[src/sv/assert_macros.svh]
// Assertion macros shared by the point conversion RTL.
`ifndef ASSERT_MACROS_SVH
`define ASSERT_MACROS_SVH
`ifndef SYNTHESIS
// Property that must hold on every clock out of reset.
`define C2S_ASSERT(lbl, clk, rstn, prop, msg) \
    lbl: assert property (@(posedge clk) disable iff (!rstn) (prop)) else $error(msg);
// Implication checked on every clock out of reset.
`define C2S_ASSERT_IMP(lbl, clk, rstn, ante, cons, msg) \
    lbl: assert property (@(posedge clk) disable iff (!rstn) (ante) |-> (cons)) else $error(msg);
`else
`define C2S_ASSERT(lbl, clk, rstn, prop, msg)
`define C2S_ASSERT_IMP(lbl, clk, rstn, ante, cons, msg)
`endif
`endif

[src/sv/c2s_pkg.sv]
// Shared types and constants of the cartesian to spherical point unit.
`default_nettype none
package c2s_pkg;
    // CORDIC geometry
    localparam int ITERS     = 26;
    localparam int ANG_SHIFT = 12;
    localparam int ANG_W     = 28;
    localparam int CW        = 57;
    localparam int FRAC_TOP  = 52;
    localparam int GAIN_FRAC = 40;
    localparam int G_LO_W    = 21;
    localparam logic [63:0] GAIN_Q40 = 64'd1810632051964;

    // angles in 1/4096 centidegree
    localparam logic signed [ANG_W-1:0] ANG_45  = 28'sd18432000;
    localparam logic signed [ANG_W-1:0] ANG_90  = 28'sd36864000;
    localparam logic [ANG_W-1:0]        ANG_180 = 28'd73728000;
    localparam logic [ANG_W-1:0]        ANG_360 = 28'd147456000;

    // atan(2^-i) in 1/4096 centidegree
    localparam logic signed [ANG_W-1:0] ATAN_TAB [ITERS] = '{
        18432000, 10881045, 5749245, 2918407, 1464867, 733147, 366663,
        183343, 91673, 45837, 22918, 11459, 5730, 2865, 1432, 716, 358,
        179, 90, 45, 22, 11, 6, 3, 1, 1
    };

    // result fields
    localparam int ELEV_W = 15;
    localparam int AZ_W   = 16;
    localparam int RNG_W  = 16;
    localparam logic signed [ELEV_W-1:0] ELEV_LIMIT = 15'sd9000;
    localparam logic [AZ_W-1:0]          AZ_MAX     = 16'd35999;

    // range divide by ten: clamp then reciprocal multiply
    localparam int          DIV_IN_W    = 20;
    localparam int          DIV10_SHIFT = 35;
    localparam logic [31:0] DIV10_MUL   = 32'hCCCCCCCD;
    localparam logic [31:0] RNG_CLAMP   = 32'd655359;

    // decoupling queue
    localparam int Q_DEPTH = 4;
    localparam int Q_AW    = 2;

    // per-point classification
    typedef struct packed {
        logic x_neg;
        logic y_neg;
        logic z_neg;
        logic origin;
    } c2s_flags_t;
    localparam int FLAGS_W = $bits(c2s_flags_t);
endpackage
`default_nettype wire

[src/sv/c2s_fifo.sv]
// Short queue between the classify stage and the conversion pipeline.
`default_nettype none
`include "assert_macros.svh"
module c2s_fifo #(
    parameter int W = 64
) (
    input  wire logic         aclk,
    input  wire logic         aresetn,
    input  wire logic         push,
    input  wire logic [W-1:0] wdata,
    input  wire logic         pop,
    output logic [W-1:0]      rdata,
    output logic              full,
    output logic              empty
);
    logic [W-1:0]             mem [c2s_pkg::Q_DEPTH];
    logic [c2s_pkg::Q_AW-1:0] wp_reg, rp_reg;
    logic [c2s_pkg::Q_AW:0]   cnt_reg, cnt_next;

    assign full  = (cnt_reg == (c2s_pkg::Q_AW+1)'(c2s_pkg::Q_DEPTH));
    assign empty = (cnt_reg == '0);
    assign rdata = mem[rp_reg];

    always_comb begin
        cnt_next = cnt_reg;
        if (push && !pop) begin
            cnt_next = cnt_reg + 1'b1;
        end else if (pop && !push) begin
            cnt_next = cnt_reg - 1'b1;
        end
    end

    always_ff @(posedge aclk) begin
        if (!aresetn) begin
            wp_reg  <= '0;
            rp_reg  <= '0;
            cnt_reg <= '0;
        end else begin
            if (push) begin
                wp_reg <= wp_reg + 1'b1;
            end
            if (pop) begin
                rp_reg <= rp_reg + 1'b1;
            end
            cnt_reg <= cnt_next;
        end
    end

    always_ff @(posedge aclk) begin
        if (push) begin
            mem[wp_reg] <= wdata;
        end
    end

    `C2S_ASSERT_IMP(a_no_overflow, aclk, aresetn, push, !full || pop, "queue write while full")
    `C2S_ASSERT_IMP(a_no_underflow, aclk, aresetn, pop, !empty, "queue read while empty")
    `C2S_ASSERT(a_count_bound, aclk, aresetn, cnt_reg <= (c2s_pkg::Q_AW+1)'(c2s_pkg::Q_DEPTH), "queue count out of range")
endmodule
`default_nettype wire

[config.mk]
export PLATFORM = sky130hd
export DESIGN_NAME = c2s_fifo
export DESIGN_NICKNAME = d
export VERILOG_FILES = /design/src/sv/c2s_pkg.sv /design/src/sv/c2s_fifo.sv
export VERILOG_INCLUDE_DIRS = /design/src /design/src/sv
export SDC_FILE = /design/constraint.sdc
export NUM_CORES = 1
export LEC_CHECK = 0
export BUFFER_PORTS_ARGS = -buffer_cell sky130_fd_sc_hd__buf_2
export CAP_MARGIN = 20
export CORE_MARGIN = 2
export CORE_UTILIZATION = 30
export CTS_CLUSTER_SIZE = 30
export DETAILED_ROUTE_END_ITERATION = 16
export GPL_TIMING_DRIVEN = 0
export PLACE_DENSITY = 0.49
export SETUP_SLACK_MARGIN = 0.15
export SYNTH_ARGS = -nofsm -noshare
export SYNTH_HDL_FRONTEND = slang
export SYNTH_SLANG_ARGS = --single-unit
export TNS_END_PERCENT = 20
[constraint.sdc]
create_clock -name aclk -period 3.9 [get_ports aclk]
set_input_delay 0.78 -clock aclk [delete_from_list [all_inputs] [get_ports aclk]]
set_output_delay 0.78 -clock aclk [all_outputs]
set_load 0.01 [all_outputs]
Word-level counts from Yosys, hierarchy flattened --
Memory sizes are Yosys's and may differ from the RTL's. A register that Yosys moved wholly into a read port is not among the register bits. Index checks and enable logic that the tools add are counted.
Word-level totals: flip-flop bits (word level) 7, latch bits 0, RAM bits 256, bits in read-only memories 0, output and inout bits 66, word-level logic and storage cells 21, memories 1
Operators by class: add/sub/neg operators 4, $mul 0, div/mod/pow operators 0, order comparisons 0, equality and inequality tests 1, shift operators 0, mux-type cells 6, bitwise logic cells 0, reductions and logical operators 6
Memory list:
- mem | depth 4, bits a word 64, read ports 1, clocked after Yosys merged registers in 1, write ports 1, RTL line c2s_fifo.sv:16 | logic [W-1:0] mem [c2s_pkg::Q_DEPTH];
Operators by type and width (count):
- 2-to-1 mux 3 bit | 2
- adder 2 x 1 -> 2 bit (second input constant) | 2
- 2-to-1 mux 2 bit | 2
- adder 3 x 1 -> 3 bit (second input constant) | 1
- == test 3 bit (second input constant) | 1
- logical NOT 3 bit | 1
- subtractor 3 x 1 -> 3 bit (second input constant) | 1
- logical AND 1 bit | 2
- logical NOT 1 bit | 2
- 2-to-1 mux 1 bit | 2
- nonzero test 2 bit | 1

Depth between registers and ports, before layout --
depth in word-level cells 4, gate-level depth with buffers 7, depth with buffers taken out 7

Least setup slack after synthesis --
OpenSTA, ideal clock, no wires.
path type input to register, start point in push, end point mem mem[0][0], enable pin, setup time 0.429 ns, arrival time 2.287 ns, required time 3.471 ns, path slack 1.185 ns, cell stages on the path 1, path buffers 0, cell sequence and2_1
On the way: longest elaborated chain between the ends 2
Ends and longest elaborated chain:
- start, declared | RTL line c2s_fifo.sv:9 | input wire logic push,
- 2-to-1 mux 1 bit | RTL line c2s_fifo.sv:50 | if (push) begin
- 2-to-1 mux 1 bit (not written as such) | RTL line c2s_fifo.sv:51 | mem[wp_reg] <= wdata;
- end, declared | RTL line c2s_fifo.sv:16
Every way passes these cells.

==> results.cfg <==
[power]
leakage_nw = 4.01
power_density_nw_per_um2 = 542
power.total_mw = 6.48
ir_drop_uv = 331

[global_routing]
antenna_found_initial = 0
grt.total_usage_pct = 10.8
grt_pass1_wl_mm = 27.8
grt_pass1_vias = 4797
grt_overflow_total = 0
grt_max_degree = 34

[timing]
setup_viol_count_final = 0
rsz0062_at_grt = false
drv_slew = 0
finalClockSkew_ns = 0.00979
fmax_mhz = 350
maxSlewHeadroom_pct = 61.4
hold_slack_ns = 0.461
fin_crit_ns = 2.86
hold_violations = 0
worst_pin_slew_ns = 0.579
period_share_pct = 73.2
timing.final.ws_setup_ns = 1.04

[cts]
ctsHoldBuffers = 0
cts_setup_buffers = 0
cts_buffer_depth = 3
clk_pin_slew_ns = 0.06
cts-resized-gates = 0
cts_root_buffer = clkbuf_16
clock_latency_ns = 0.53
cts_sinks = 265
cts_max_level = 1
cts_tree = done
cts_made_buffers = 29

[setup_path]
worstPathRequired_ns = 3.12
start_kind = flip-flop
worst_ep_arrival_time_ns = 2.08
path_max_fanout = 10
reg2reg_depth = 4
r2r-start = wp_reg[1]$_SDFFE_PN0P_
worstSetupPathType = flip-flop to output pin
end_kind = output pin

[detailed_routing]
vias = 4364
drt_iter0_markers = 250
first_pass_iters = 4
ant_nets = 0
wl_per_cell_um = 18.3
via_per_inst = 4.34
wl_mm = 18.4
drc = 0

[outcome]
status = finished, final reports clean

[layout]
fin_cells = 1005
largest_reg_flops = 256
layout_commonest_cell = edfxtp_1
stdcell_area_sq_um = 12000
fill_cells = 2943
drive_gt1_share_pct = 44.7
final_nets = 619
area_delta_synth_final_pct = 22.5
final_cell_mix = 256 x edfxtp_1, 139 x buf_2, 60 x mux4_2, 29 x clkbuf_16, 10 x buf_12

[synthesis]
synth_cells = 377
synth-seq-cells = 265
synth_largest_area_cell = edfxtp_1
synth_fp_nets = 451
synth_area_leaders = edfxtp_1 79%, mux4_2 14%, dfxtp_1 1.8%, buf_12 1.2%, mux4_1 1.1%
seq_area_frac_synth_pct = 80.6
synth-adder-area-share_pct = 0.846
synth.avg_cell_area_sq_um = 25.9
ys_warn_count = 0
synth.top_cell.area_share_pct = 78.8
synth_top_family_by_area = multiplexers
synth_xor_area_share_pct = 0.449
synth_compound_area_share_pct = 0.128
syn_area_sq_um = 9760
synthSimpleGateAreaFrac_pct = 0.936
synth.area.mux_share_pct = 15.1
synth_cell_types = 22

[place]
dp_slack_ns = 1.47
gp_congestion = 0.665
place_inst = 956
io_buffers = 133
dpl.hpwl_mm = 11.4
place_area_sq_um = 11100

[hold_path]
hp-start = wdata[42]
hp-class = input pin to flip-flop
min_path_cells = 1

[die]
die_w_um = 184
initial_core_util_pct = 30.2
core_area_sq_um = 32300
fp.dieH_um = 184
io_pins = 134
fp.dieArea_sq_um = 34000
num_rows = 66

[job]
drv_cap = 0
==> per-layer routing <==
layer / GRT usage, % / routed length (um) / vias to the layer above
li1: - / - / 1952
met1: 13.4 / 7560 / 2262
met2: 18.6 / 9300 / 115
met3: 2.88 / 1200 / 35
met4: 3.10 / 337 / 0
met5: 0 / 0 / -
==> cells in the mapped netlist (all sizes together) <==
master / number
a21boi: 1
clkbuf: 1
xor2: 3
o21ai: 1
edfxtp: 256
mux2i: 2
xnor2: 2
inv: 4
or3: 1
nand2: 1
nor3: 1
fa: 1
and2: 9
ha: 5
nor2b: 2
buf: 13
dfxtp: 9
mux4: 64
nor3b: 1
==> cell type report <==
cell class | count | area [sq um] | share of cell area, %
flip-flops and latches | 265 | 7870 | 65.8
multi-input cells | 94 | 1720 | 14.4
repair buffers | 137 | 746 | 6.24
clock buffers | 33 | 741 | 6.20
well taps | 442 | 553 | 4.63
plain buffers | 14 | 166 | 1.39
clock inverters | 15 | 144 | 1.20
inverters | 4 | 15.0 | 0.126
diodes | 1 | 2.50 | 0.0209
==> kinds of logic (layout without fill, tap and decap cells) <==
group,Yosys count,after routing
xor+xnor,5,5
mux,66,66
fa+ha+maj,6,6
compound gates,2,2
simple gates,15,15
buf+inv,18,203
other cells,0,1
flops,265,265
==> worst max-delay path: stages (launching register included) <==
cell	delay, ns
dfxtp_1	0.30
clkbuf_2	0.33
buf_2	0.37
mux4_2	0.38
buf_2	0.16
==> metrics by stage <==
stage,TNS [ns],utilization (%)
6_report,0,37.0
5_1_grt,0,37.0
4_1_cts,0,37.0
3_5_place_dp,0,34.3
3_3_place_gp,-75.00,34.0
2_1_floorplan,0,-
==> path summary, 6_finish.rpt <==
kind / to / slack (ns)
max: rdata[29] / 1.04
min: mem[1][42]$_DFFE_PP_ / 0.46
max reg2reg: mem[1][39]$_DFFE_PP_ / 2.12
min reg2reg: cnt_reg[2]$_SDFFE_PN0P_ / 0.54
==> report_power, final <==
part           switching, mW  internal, mW
sequential            0.0337          3.27
clock                   1.00          1.54
combinational          0.333         0.303
Power figures use the tool's default switching activity.
