File: src/sv/assert_macros.svh
// Assertion macros shared by the point conversion RTL.
`ifndef ASSERT_MACROS_SVH
`define ASSERT_MACROS_SVH
`ifndef SYNTHESIS
// Property that must hold on every clock out of reset.
`define C2S_ASSERT(lbl, clk, rstn, prop, msg) \
    lbl: assert property (@(posedge clk) disable iff (!rstn) (prop)) else $error(msg);
// Implication checked on every clock out of reset.
`define C2S_ASSERT_IMP(lbl, clk, rstn, ante, cons, msg) \
    lbl: assert property (@(posedge clk) disable iff (!rstn) (ante) |-> (cons)) else $error(msg);
`else
`define C2S_ASSERT(lbl, clk, rstn, prop, msg)
`define C2S_ASSERT_IMP(lbl, clk, rstn, ante, cons, msg)
`endif
`endif

File: src/sv/c2s_pkg.sv
// Shared types and constants of the cartesian to spherical point unit.
`default_nettype none
package c2s_pkg;
    // CORDIC geometry
    localparam int ITERS     = 26;
    localparam int ANG_SHIFT = 12;
    localparam int ANG_W     = 28;
    localparam int CW        = 57;
    localparam int FRAC_TOP  = 52;
    localparam int GAIN_FRAC = 40;
    localparam int G_LO_W    = 21;
    localparam logic [63:0] GAIN_Q40 = 64'd1810632051964;

    // angles in 1/4096 centidegree
    localparam logic signed [ANG_W-1:0] ANG_45  = 28'sd18432000;
    localparam logic signed [ANG_W-1:0] ANG_90  = 28'sd36864000;
    localparam logic [ANG_W-1:0]        ANG_180 = 28'd73728000;
    localparam logic [ANG_W-1:0]        ANG_360 = 28'd147456000;

    // atan(2^-i) in 1/4096 centidegree
    localparam logic signed [ANG_W-1:0] ATAN_TAB [ITERS] = '{
        18432000, 10881045, 5749245, 2918407, 1464867, 733147, 366663,
        183343, 91673, 45837, 22918, 11459, 5730, 2865, 1432, 716, 358,
        179, 90, 45, 22, 11, 6, 3, 1, 1
    };

    // result fields
    localparam int ELEV_W = 15;
    localparam int AZ_W   = 16;
    localparam int RNG_W  = 16;
    localparam logic signed [ELEV_W-1:0] ELEV_LIMIT = 15'sd9000;
    localparam logic [AZ_W-1:0]          AZ_MAX     = 16'd35999;

    // range divide by ten: clamp then reciprocal multiply
    localparam int          DIV_IN_W    = 20;
    localparam int          DIV10_SHIFT = 35;
    localparam logic [31:0] DIV10_MUL   = 32'hCCCCCCCD;
    localparam logic [31:0] RNG_CLAMP   = 32'd655359;

    // decoupling queue
    localparam int Q_DEPTH = 4;
    localparam int Q_AW    = 2;

    // per-point classification
    typedef struct packed {
        logic x_neg;
        logic y_neg;
        logic z_neg;
        logic origin;
    } c2s_flags_t;
    localparam int FLAGS_W = $bits(c2s_flags_t);
endpackage
`default_nettype wire

File: src/sv/c2s_front.sv
// Input stage: takes a point beat, folds signs and classifies it for the queue.
`default_nettype none
module c2s_front #(
    parameter int COORD_BITS = 20
) (
    input  wire logic                                          aclk,
    input  wire logic                                          aresetn,
    input  wire logic                                          s_valid,
    output logic                                               s_ready,
    input  wire logic signed [COORD_BITS-1:0]                  x_mm,
    input  wire logic signed [COORD_BITS-1:0]                  y_mm,
    input  wire logic signed [COORD_BITS-1:0]                  z_mm,
    input  wire logic                                          q_full,
    output logic                                               q_push,
    output logic [3*COORD_BITS+c2s_pkg::FLAGS_W-1:0]          q_data
);
    logic                  fv_reg, fv_next;
    logic [COORD_BITS-1:0] ax_reg, ay_reg, az_reg;
    c2s_pkg::c2s_flags_t   fl_reg, fl_next;
    logic                  take;

    assign q_push  = fv_reg && !q_full;
    assign s_ready = !fv_reg || !q_full;
    assign take    = s_valid && s_ready;

    // sign and origin classification
    always_comb begin
        fl_next.x_neg  = x_mm[COORD_BITS-1];
        fl_next.y_neg  = y_mm[COORD_BITS-1];
        fl_next.z_neg  = z_mm[COORD_BITS-1];
        fl_next.origin = (x_mm == '0) && (y_mm == '0) && (z_mm == '0);
        fv_next = take ? 1'b1 : (q_push ? 1'b0 : fv_reg);
    end

    always_ff @(posedge aclk) begin
        if (!aresetn) begin
            fv_reg <= 1'b0;
        end else begin
            fv_reg <= fv_next;
        end
    end

    // magnitudes; the most negative value maps onto its unsigned magnitude
    always_ff @(posedge aclk) begin
        if (take) begin
            ax_reg <= x_mm[COORD_BITS-1] ? (~x_mm + 1'b1) : x_mm;
            ay_reg <= y_mm[COORD_BITS-1] ? (~y_mm + 1'b1) : y_mm;
            az_reg <= z_mm[COORD_BITS-1] ? (~z_mm + 1'b1) : z_mm;
            fl_reg <= fl_next;
        end
    end

    assign q_data = {fl_reg, az_reg, ay_reg, ax_reg};
endmodule
`default_nettype wire

File: config.mk
export PLATFORM = sky130hd
export DESIGN_NAME = c2s_front
export DESIGN_NICKNAME = d
export VERILOG_FILES = /design/src/sv/assert_macros.svh /design/src/sv/c2s_pkg.sv /design/src/sv/c2s_front.sv
export SDC_FILE = /design/constraint.sdc
export NUM_CORES = 1
export LEC_CHECK = 0
export ABC_AREA = 1
export BUFFER_PORTS_ARGS = -buffer_cell sky130_fd_sc_hd__buf_4
export CAP_MARGIN = 20
export CORE_MARGIN = 10
export CORE_UTILIZATION = 45
export DETAILED_ROUTE_END_ITERATION = 6
export HOLD_SLACK_MARGIN = 0.1
export PLACE_DENSITY = 0.76
export SLEW_MARGIN = 0
export SYNTH_ARGS = -nofsm -noshare
export SYNTH_HDL_FRONTEND = slang
export SYNTH_SLANG_ARGS = --single-unit
File: constraint.sdc
create_clock -name aclk -period 4.8 [get_ports aclk]
set_input_delay 0.96 -clock aclk [delete_from_list [all_inputs] [get_ports aclk]]
set_output_delay 0.96 -clock aclk [all_outputs]
set_load 0.005 [all_outputs]
# Word-level counts from Yosys, hierarchy flattened
# Cells that the tools add are included.
# Widths: inputs -> output; s select.
word_totals:
  regBits: 65
  output_inout_bits: 66
  word_cells: 33
  input_bits: 64
classes:
  n_reduce_logical: 11
  add_sub_neg: 3
  n_mux: 5
  bitwise: 3
ops:
  columns: ["operator", "count"]
  rows:
  - ["$add 20x1->20 const B", 3]
  - ["$logic_not 20->1", 3]
  - ["$not 20->20", 3]
  - ["$mux 19", 3]
  - ["$logic_and 1x1->1", 4]
  - ["$logic_not 1->1", 2]
  - ["$mux 1", 2]
  - ["$reduce_bool 2->1", 1]
  - ["$logic_or 1x1->1", 1]

# Depth between registers and ports, before layout
# Gate-level depths: netlist of the first run.
logic_depth:
  word_depth: 4
  depth_mapped: 9
  depth_no_buf: 9

# Worst setup path after synthesis of the first run
# Ideal clock, no wire load.
synth_path:
  path_type: "input port to flip-flop"
  startpoint: "in s_valid"
  endpoint: "reg ax_reg[0] (enable)"
  required_ns: 4.293
  setup_time_ns: 0.507
  path_buffers: 0
  cell_stages: 2
  t_arrival_ns: 4.105
  path_slack_ns: 0.188
  path_cell_list: "inv_1 > a21oi_1"
synth_via:
  elab_chain_cells: 1
synth_lines:
  columns: ["element", "line", "text"]
  rows:
  - ["start, declared", "c2s_front.sv:8", "input wire logic s_valid,"]
  - ["$logic_and 1x1->1", "c2s_front.sv:24", "assign take = s_valid && s_ready;"]
  - ["end signal, assigned", "c2s_front.sv:46", "ax_reg <= x_mm[COORD_BITS-1] ? (~x_mm + 1'b1) : x_mm;"]
  - ["end, declared", "c2s_front.sv:18", "logic [COORD_BITS-1:0] ax_reg, ay_reg, az_reg;"]
# No other way between the ends.
# A chain may end at the register's enable or synchronous reset.

# Final worst setup path of the first run
layout_path:
  startpoint: "in q_full"
  endpoint: "out q_push"
layout_via:
  elab_chain_cells: 2
layout_lines:
  columns: ["element", "line", "text"]
  rows:
  - ["start, declared", "c2s_front.sv:13", "input wire logic q_full,"]
  - ["$logic_not 1->1", "c2s_front.sv:22", "assign q_push = fv_reg && !q_full;"]
  - ["$logic_and 1x1->1", "c2s_front.sv:22", null]
  - ["end, declared", "c2s_front.sv:14", "output logic q_push,"]
# No other way between the ends.

==> impl_metrics.py, run 1 <==
metrics = {
    "run_status": {
        "status": "finished, final reports clean",
    },
    "power": {
        "pwr-share-seq": 0.503,
        "intPower_mw": 1.038,
        "clock_power_share": 0.313,
        "p_total_mw": 1.377,
        "p_per_area_nw_per_um2": 277.7,
        "ir_worst_vdd_mv": 0.1518,
        "p_switching_mw": 0.3391,
        "power_leakage_nw": 2.375,
        "combinationalPowerShare": 0.184,
        "switching_share": 0.2462,
    },
    "clock_network": {
        "cts_root_buf": "clkbuf_8",
        "cts_htree_levels": 3,
        "cts_tree": "done",
        "numCtsBuffers": 9,
        "clk_pin_slew_ns": 0.07,
        "holdBufCountCts": 0,
        "clock_latency_ns": 0.33,
        "post_cts_buffers": 0,
        "clock_sinks": 65,
        "clock_path_buffers": 2,
        "cts_resized": 0,
    },
    "sta": {
        "rsz0062_at_grt": "no",
        "fin_tns_setup_ns": 0,
        "fin_skew_ns": 0.005659,
        "max_freq_ghz": 0.4319,
        "slew_headroom": 0.5214,
        "tightestPinTransition_ns": 0.7164,
        "setup_viol": 0,
        "slew_violations": 0,
        "period_needed_ns": 2.315,
        "period_share": 0.4823,
        "hold_viol_final": 0,
    },
    "global_route": {
        "antenna_found_initial": 0,
        "grt_usage": 0.1460,
        "grt_pass1_wl_mm": 14.04,
        "grt_pass1_vias": 3057,
        "grt_max_degree": 25,
        "overflow": 0,
    },
    "critical_path": {
        "worstPathRequired_ns": 3.84,
        "crit_type": "primary input to output pin",
        "worstPathCellList": "buf_4 -> nor2_1 -> buf_4",
        "crit_arrival_ns": 1.36,
        "cp_slowest_cell": "buf_4",
        "start_kind": "primary input",
        "cpLargestDelayFamily": "buffers and inverters",
        "crit_path_max_incr_delay_ns": 0.13,
        "crit_fanout": 3,
        "path_buf_inv": 2,
        "endpoint_kind": "output pin",
        "crit_path_frequent_cell": "buf_4",
    },
    "worst_hold_path": {
        "min_path_type": "flip-flop to flip-flop",
    },
    "cells_and_area": {
        "final_common_cell": "buf_4",
        "num_antenna_cells": 0,
        "area_growth_pct": 35.61,
        "nets": 615,
        "final_cell_mix": "buf_4 (131), nand2_1 (105), edfxtp_1 (64)",
        "drive_above_1_share": 0.3183,
    },
    "detailed_routing": {
        "first_iter_violations": 92,
        "via_count": 3101,
        "vias_per_cell": 4.734,
        "firstDrtPassIters": 4,
        "ant_nets": 0,
        "drc": 0,
        "wirelength_mm": 9.134,
        "drt-wirelength-per-cell_um": 13.95,
    },
    "placed_design": {
        "dp_hpwl_mm": 7.643,
        "placement.io_buffers": 129,
        "place.gp.congestion": 0.8725,
    },
    "yosys": {
        "synthTopCellsByArea": "edfxtp_1 (53%), nand2_1 (11%), inv_1 (6.3%)",
        "yosys_register_bits": 65,
        "yosysWarnings": 0,
        "synth_nets": 478,
        "synth.avg_cell_area_um2": 8.898,
        "yosysUniqueCellTypes": 27,
        "ys_seq_area_frac": 0.5310,
        "synthCells": 411,
        "yosys.area.top_type_share": 0.5255,
        "synth_top_cell_by_area": "edfxtp_1",
        "syn_area_um2": 3657,
    },
    "floorplan": {
        "dieArea_um2": 12130,
        "rows": 32,
        "core_area_um2": 7807,
        "start_util": 0.4684,
        "die_w_um": 110.2,
        "die_h_um": 110.2,
        "pin_count": 130,
    },
    "job": {
        "cap_violations": 0,
    },
}
[cell usage after synthesis, drive strengths merged]
master / number
dfxtp: 1
buf: 6
nor3: 4
inv: 64
nand2: 114
or2: 1
a21oi: 1
a21boi: 1
nand3: 41
ha: 3
xnor2: 8
nor2: 44
edfxtp: 64
xor2: 23
nand4: 5
nand3b: 6
and2: 1
o21ai: 24
[power by group through the flow]
stage	registers [mW]	clock network [mW]	logic [mW]
after CTS	0.694	0.443	0.257
after global routing	0.698	0.461	0.283
final	0.693	0.431	0.253
after detailed placement	0.705	0	0.257
after global placement	0.706	0	0.248
after floorplan	0.711	0	0.106
[through the flow]
| step | util | hold slack [ns] | setup WS (ns) | std cells | instance area, um2 |
|---|---|---|---|---|---|
| final | 0.6353 | 0.5440 | 2.485 | 655 | 4960 |
| after global routing | 0.6353 | 0.5943 | 2.465 | 655 | 4960 |
| after CTS | 0.6353 | 0.5528 | 2.466 | 655 | 4960 |
| after detailed placement | 0.6115 | 0.5444 | 2.318 | 639 | 4775 |
| after global placement | 0.6080 | 0.5230 | 2.096 | 638 | 4747 |
| after floorplan | - | 0.5003 | 0.1878 | 411 | 3657 |
[worst min-delay path: cells and delay by family, from the launching register on]
family | cells | cell delay, ns
flip-flops | 1 | 0.34
AO/OA/AOI/OAI | 1 | 0.07
AND/OR/NAND/NOR | 1 | 0.08
[area by class of cell]
class                      count  area (um2)
inverter                      64       240.2
multi-input combinational    276        1454
tap                          102       127.6
fill                         679        2848
clock inverter                 7       61.31
clock buffer                   9       123.9
sequential                    65        1942
timing repair buffer         132        1011
[metal layers]
metal,vias to the layer above,part of all wire,track usage
met3,17,0.072,0.03772
met1,1376,0.39,0.1660
met4,0,0.021,0.05780
li1,1605,-,-
met2,103,0.51,0.2566
met5,-,0,0
[worst paths after layout]
path          start   endpoint  slack [ns]  cells after the start
max          q_full     q_push        2.48                      3
min          fv_reg     fv_reg        0.54                      2
max reg2reg  fv_reg  ay_reg[9]        3.10                      3
min reg2reg  fv_reg     fv_reg        0.54                      2
[cells by family after synthesis]
| family | after synthesis | synth area share |
|---|---|---|
| DFF | 65 | 0.5310 |
| AOI/OAI and AO/OA | 26 | 0.03934 |
| buffers and inverters | 70 | 0.07458 |
| xor gates and xnor gates | 31 | 0.07424 |
| and+or+nand+nor | 216 | 0.2706 |
| adders and majority gates | 3 | 0.01026 |
Note: power is estimated with default switching activity, not from simulation.
==> run 2, diff against run 1 <==
--- a/config.mk
+++ b/config.mk
@@ -5,11 +5,11 @@
 export SDC_FILE = /design/constraint.sdc
 export NUM_CORES = 1
 export LEC_CHECK = 0
-export ABC_AREA = 1
+export ABC_AREA = 0
 export BUFFER_PORTS_ARGS = -buffer_cell sky130_fd_sc_hd__buf_4
 export CAP_MARGIN = 20
 export CORE_MARGIN = 10
-export CORE_UTILIZATION = 45
+export CORE_UTILIZATION = 43
 export DETAILED_ROUTE_END_ITERATION = 6
 export HOLD_SLACK_MARGIN = 0.1
 export PLACE_DENSITY = 0.76
==> constraint.sdc (replaced) <==
create_clock -name aclk -period 2.06 [get_ports aclk]
set_input_delay 0.412 -clock aclk [delete_from_list [all_inputs] [get_ports aclk]]
set_output_delay 0.412 -clock aclk [all_outputs]
set_load 0.005 [all_outputs]
==> run 2 against run 1 <==
Against the previous run: combinational power is 120% higher; non-clock buffer count grew 21; total power rose by 120%; clock skew down 0.0016 ns; final cell count fell by 23%; clock power grew 100%; first-iteration DRC count fell by 13%; global-route usage down 0.064 points; core utilization hardly changed; register-to-register slack lost 2.3 ns; synthesized area is 14% lower; largest cell class unchanged; die area shrank 8.3%.
==> impl_metrics.py, run 2 <==
metrics = {
    "detailed_routing": {
        "via_count": 2483,
        "firstDrtPassIters": 4,
        "first_iter_violations": 80,
        "vias_per_cell": 4.946,
        "wirelength_mm": 8.229,
        "drc": 0,
        "drt-wirelength-per-cell_um": 16.39,
        "ant_nets": 0,
    },
    "clock_network": {
        "clock_path_buffers": 2,
        "holdBufCountCts": 0,
        "cts_root_buf": "clkbuf_8",
        "cts_tree": "done",
        "post_cts_buffers": 0,
        "cts_htree_levels": 3,
        "clock_sinks": 65,
        "cts_resized": 0,
        "clock_latency_ns": 0.32,
        "clk_pin_slew_ns": 0.07,
        "numCtsBuffers": 9,
    },
    "worst_hold_path": {
        "hold_depth": 1,
        "hp-start": "x_mm[0]",
        "min_path_type": "primary input to flip-flop",
    },
    "yosys": {
        "ys_seq_area_frac": 0.6178,
        "yosysMostFrequentCell": "edfxtp_1",
        "yosys-top-cells-count": "edfxtp_1 (64), xnor2_1 (50), nand2_1 (22)",
        "async_flop_share": 0,
        "synthFlopType": "edfxtp_1",
        "synth_edf_count": 64,
        "yosysWarnings": 0,
        "synth_nets": 308,
        "synthTopCellsByArea": "edfxtp_1 (61%), xnor2_1 (14%), o31ai_1 (3.3%)",
        "synth.avg_cell_area_um2": 13.04,
        "synthCells": 241,
        "syn_area_um2": 3143,
        "yosys_register_bits": 65,
        "yosys.area.top_type_share": 0.6115,
        "synth_top_cell_by_area": "edfxtp_1",
        "yosysUniqueCellTypes": 29,
    },
    "sta": {
        "slew_violations": 0,
        "period_needed_ns": 1.919,
        "max_freq_ghz": 0.5211,
        "hold_viol_final": 0,
        "fin_tns_setup_ns": 0,
        "tightestPinTransition_ns": 0.3908,
        "setup_viol": 0,
        "slew_headroom": 0.7361,
        "period_share": 0.9315,
        "rsz0062_at_grt": "no",
        "fin_skew_ns": 0.004031,
    },
    "floorplan": {
        "pin_count": 130,
        "core_area_um2": 7176,
        "dieArea_um2": 11130,
        "die_h_um": 105.5,
        "rows": 31,
        "die_w_um": 105.5,
        "start_util": 0.4380,
    },
    "critical_path": {
        "cpLargestDelayFamily": "simple AND/OR/NAND/NOR gates",
        "crit_arrival_ns": 2.07,
        "critical_path_depth": 5,
        "path_buf_inv": 1,
        "endpoint_kind": "flip-flop",
        "crit_fanout": 3,
        "cp_slowest_cell": "or4_4",
        "rr_startpoint": "fv_reg",
        "crit_type": "primary input to flip-flop",
        "crit_start": "x_mm[15]",
        "rr_worst_depth": 3,
        "crit_path_frequent_cell": "or4_4",
        "start_kind": "primary input",
        "crit_path_max_incr_delay_ns": 0.54,
        "worstPathCellList": "buf_4 -> or4_4 -> or3_4 -> or4_4 -> nor4_2",
        "worstPathRequired_ns": 2.21,
    },
    "placed_design": {
        "dp_hpwl_mm": 6.604,
        "place.gp.congestion": 0.8395,
        "detailed_place.area_um2": 4407,
        "placement.io_buffers": 129,
    },
    "cells_and_area": {
        "area_growth_pct": 44.98,
        "fin_util": 0.6350,
        "nets": 466,
        "postLayoutCellArea_um2": 4557,
        "final_cell_mix": "buf_4 (152), edfxtp_1 (64), xnor2_1 (50)",
        "drive_above_1_share": 0.4218,
        "num_antenna_cells": 0,
        "final_common_cell": "buf_4",
    },
    "power": {
        "ir_worst_vdd_mv": 0.3652,
        "p_per_area_nw_per_um2": 665.6,
        "power_leakage_nw": 1.777,
    },
    "global_route": {
        "grt_pass1_vias": 2494,
        "grt_max_degree": 40,
        "overflow": 0,
        "grt_usage": 0.1453,
        "grt_pass1_wl_mm": 12.97,
        "antenna_found_initial": 0,
    },
    "job": {
        "cap_violations": 0,
    },
    "run_status": {
        "status": "finished, final reports clean",
    },
}
run 2: path summary, 6_finish.rpt:
check        slack (ns)          to
min                0.29   ax_reg[0]
max                0.14  q_data[60]
max reg2reg        0.83  az_reg[16]
min reg2reg        0.53      fv_reg
run 2: per-layer routing:
layer  share of wire  global-route usage  vias to the layer above
li1                -                   -                     1227
met1            0.40              0.1642                     1166
met2            0.50              0.2467                       82
met3           0.079             0.05177                        8
met4           0.016             0.05609                        0
met5               0                   0                        -
run 2: area by class of cell:
type,count,area (um2)
inverter,8,30.03
clock inverter,6,26.28
tap,99,123.9
multi-input combinational,162,1150
sequential,65,1942
fill,583,2619
timing repair buffer,153,1161
clock buffer,9,123.9
run 2: cell families after synthesis:
| logic type | synth area share |
|---|---|
| flops | 0.6178 |
| buf+inv | 0.01672 |
| fa+ha+maj | 0.01194 |
| xor+xnor | 0.1421 |
| compound gates | 0.08639 |
| simple gates | 0.1250 |
run 2: report_power, final:
group	total (mW)	internal [mW]	leakage, nW	switching (mW)
sequential	1.62	1.59	0.629	0.0291
combinational	0.548	0.307	1.07	0.241
clock	0.869	0.411	0.0811	0.458
run 2: metrics by stage:
stage	std cells	hold slack [ns]	setup slack (ns)	total power [mW]
finish	502	0.2915	0.1411	3.033
global placement	487	0.5110	-0.1623	2.186
global route	502	0.2726	0.1082	3.181
detailed placement	487	0.5279	-0.2040	2.202
floorplan	241	0.4865	-0.01127	1.841
CTS	502	0.2662	0.1386	3.074
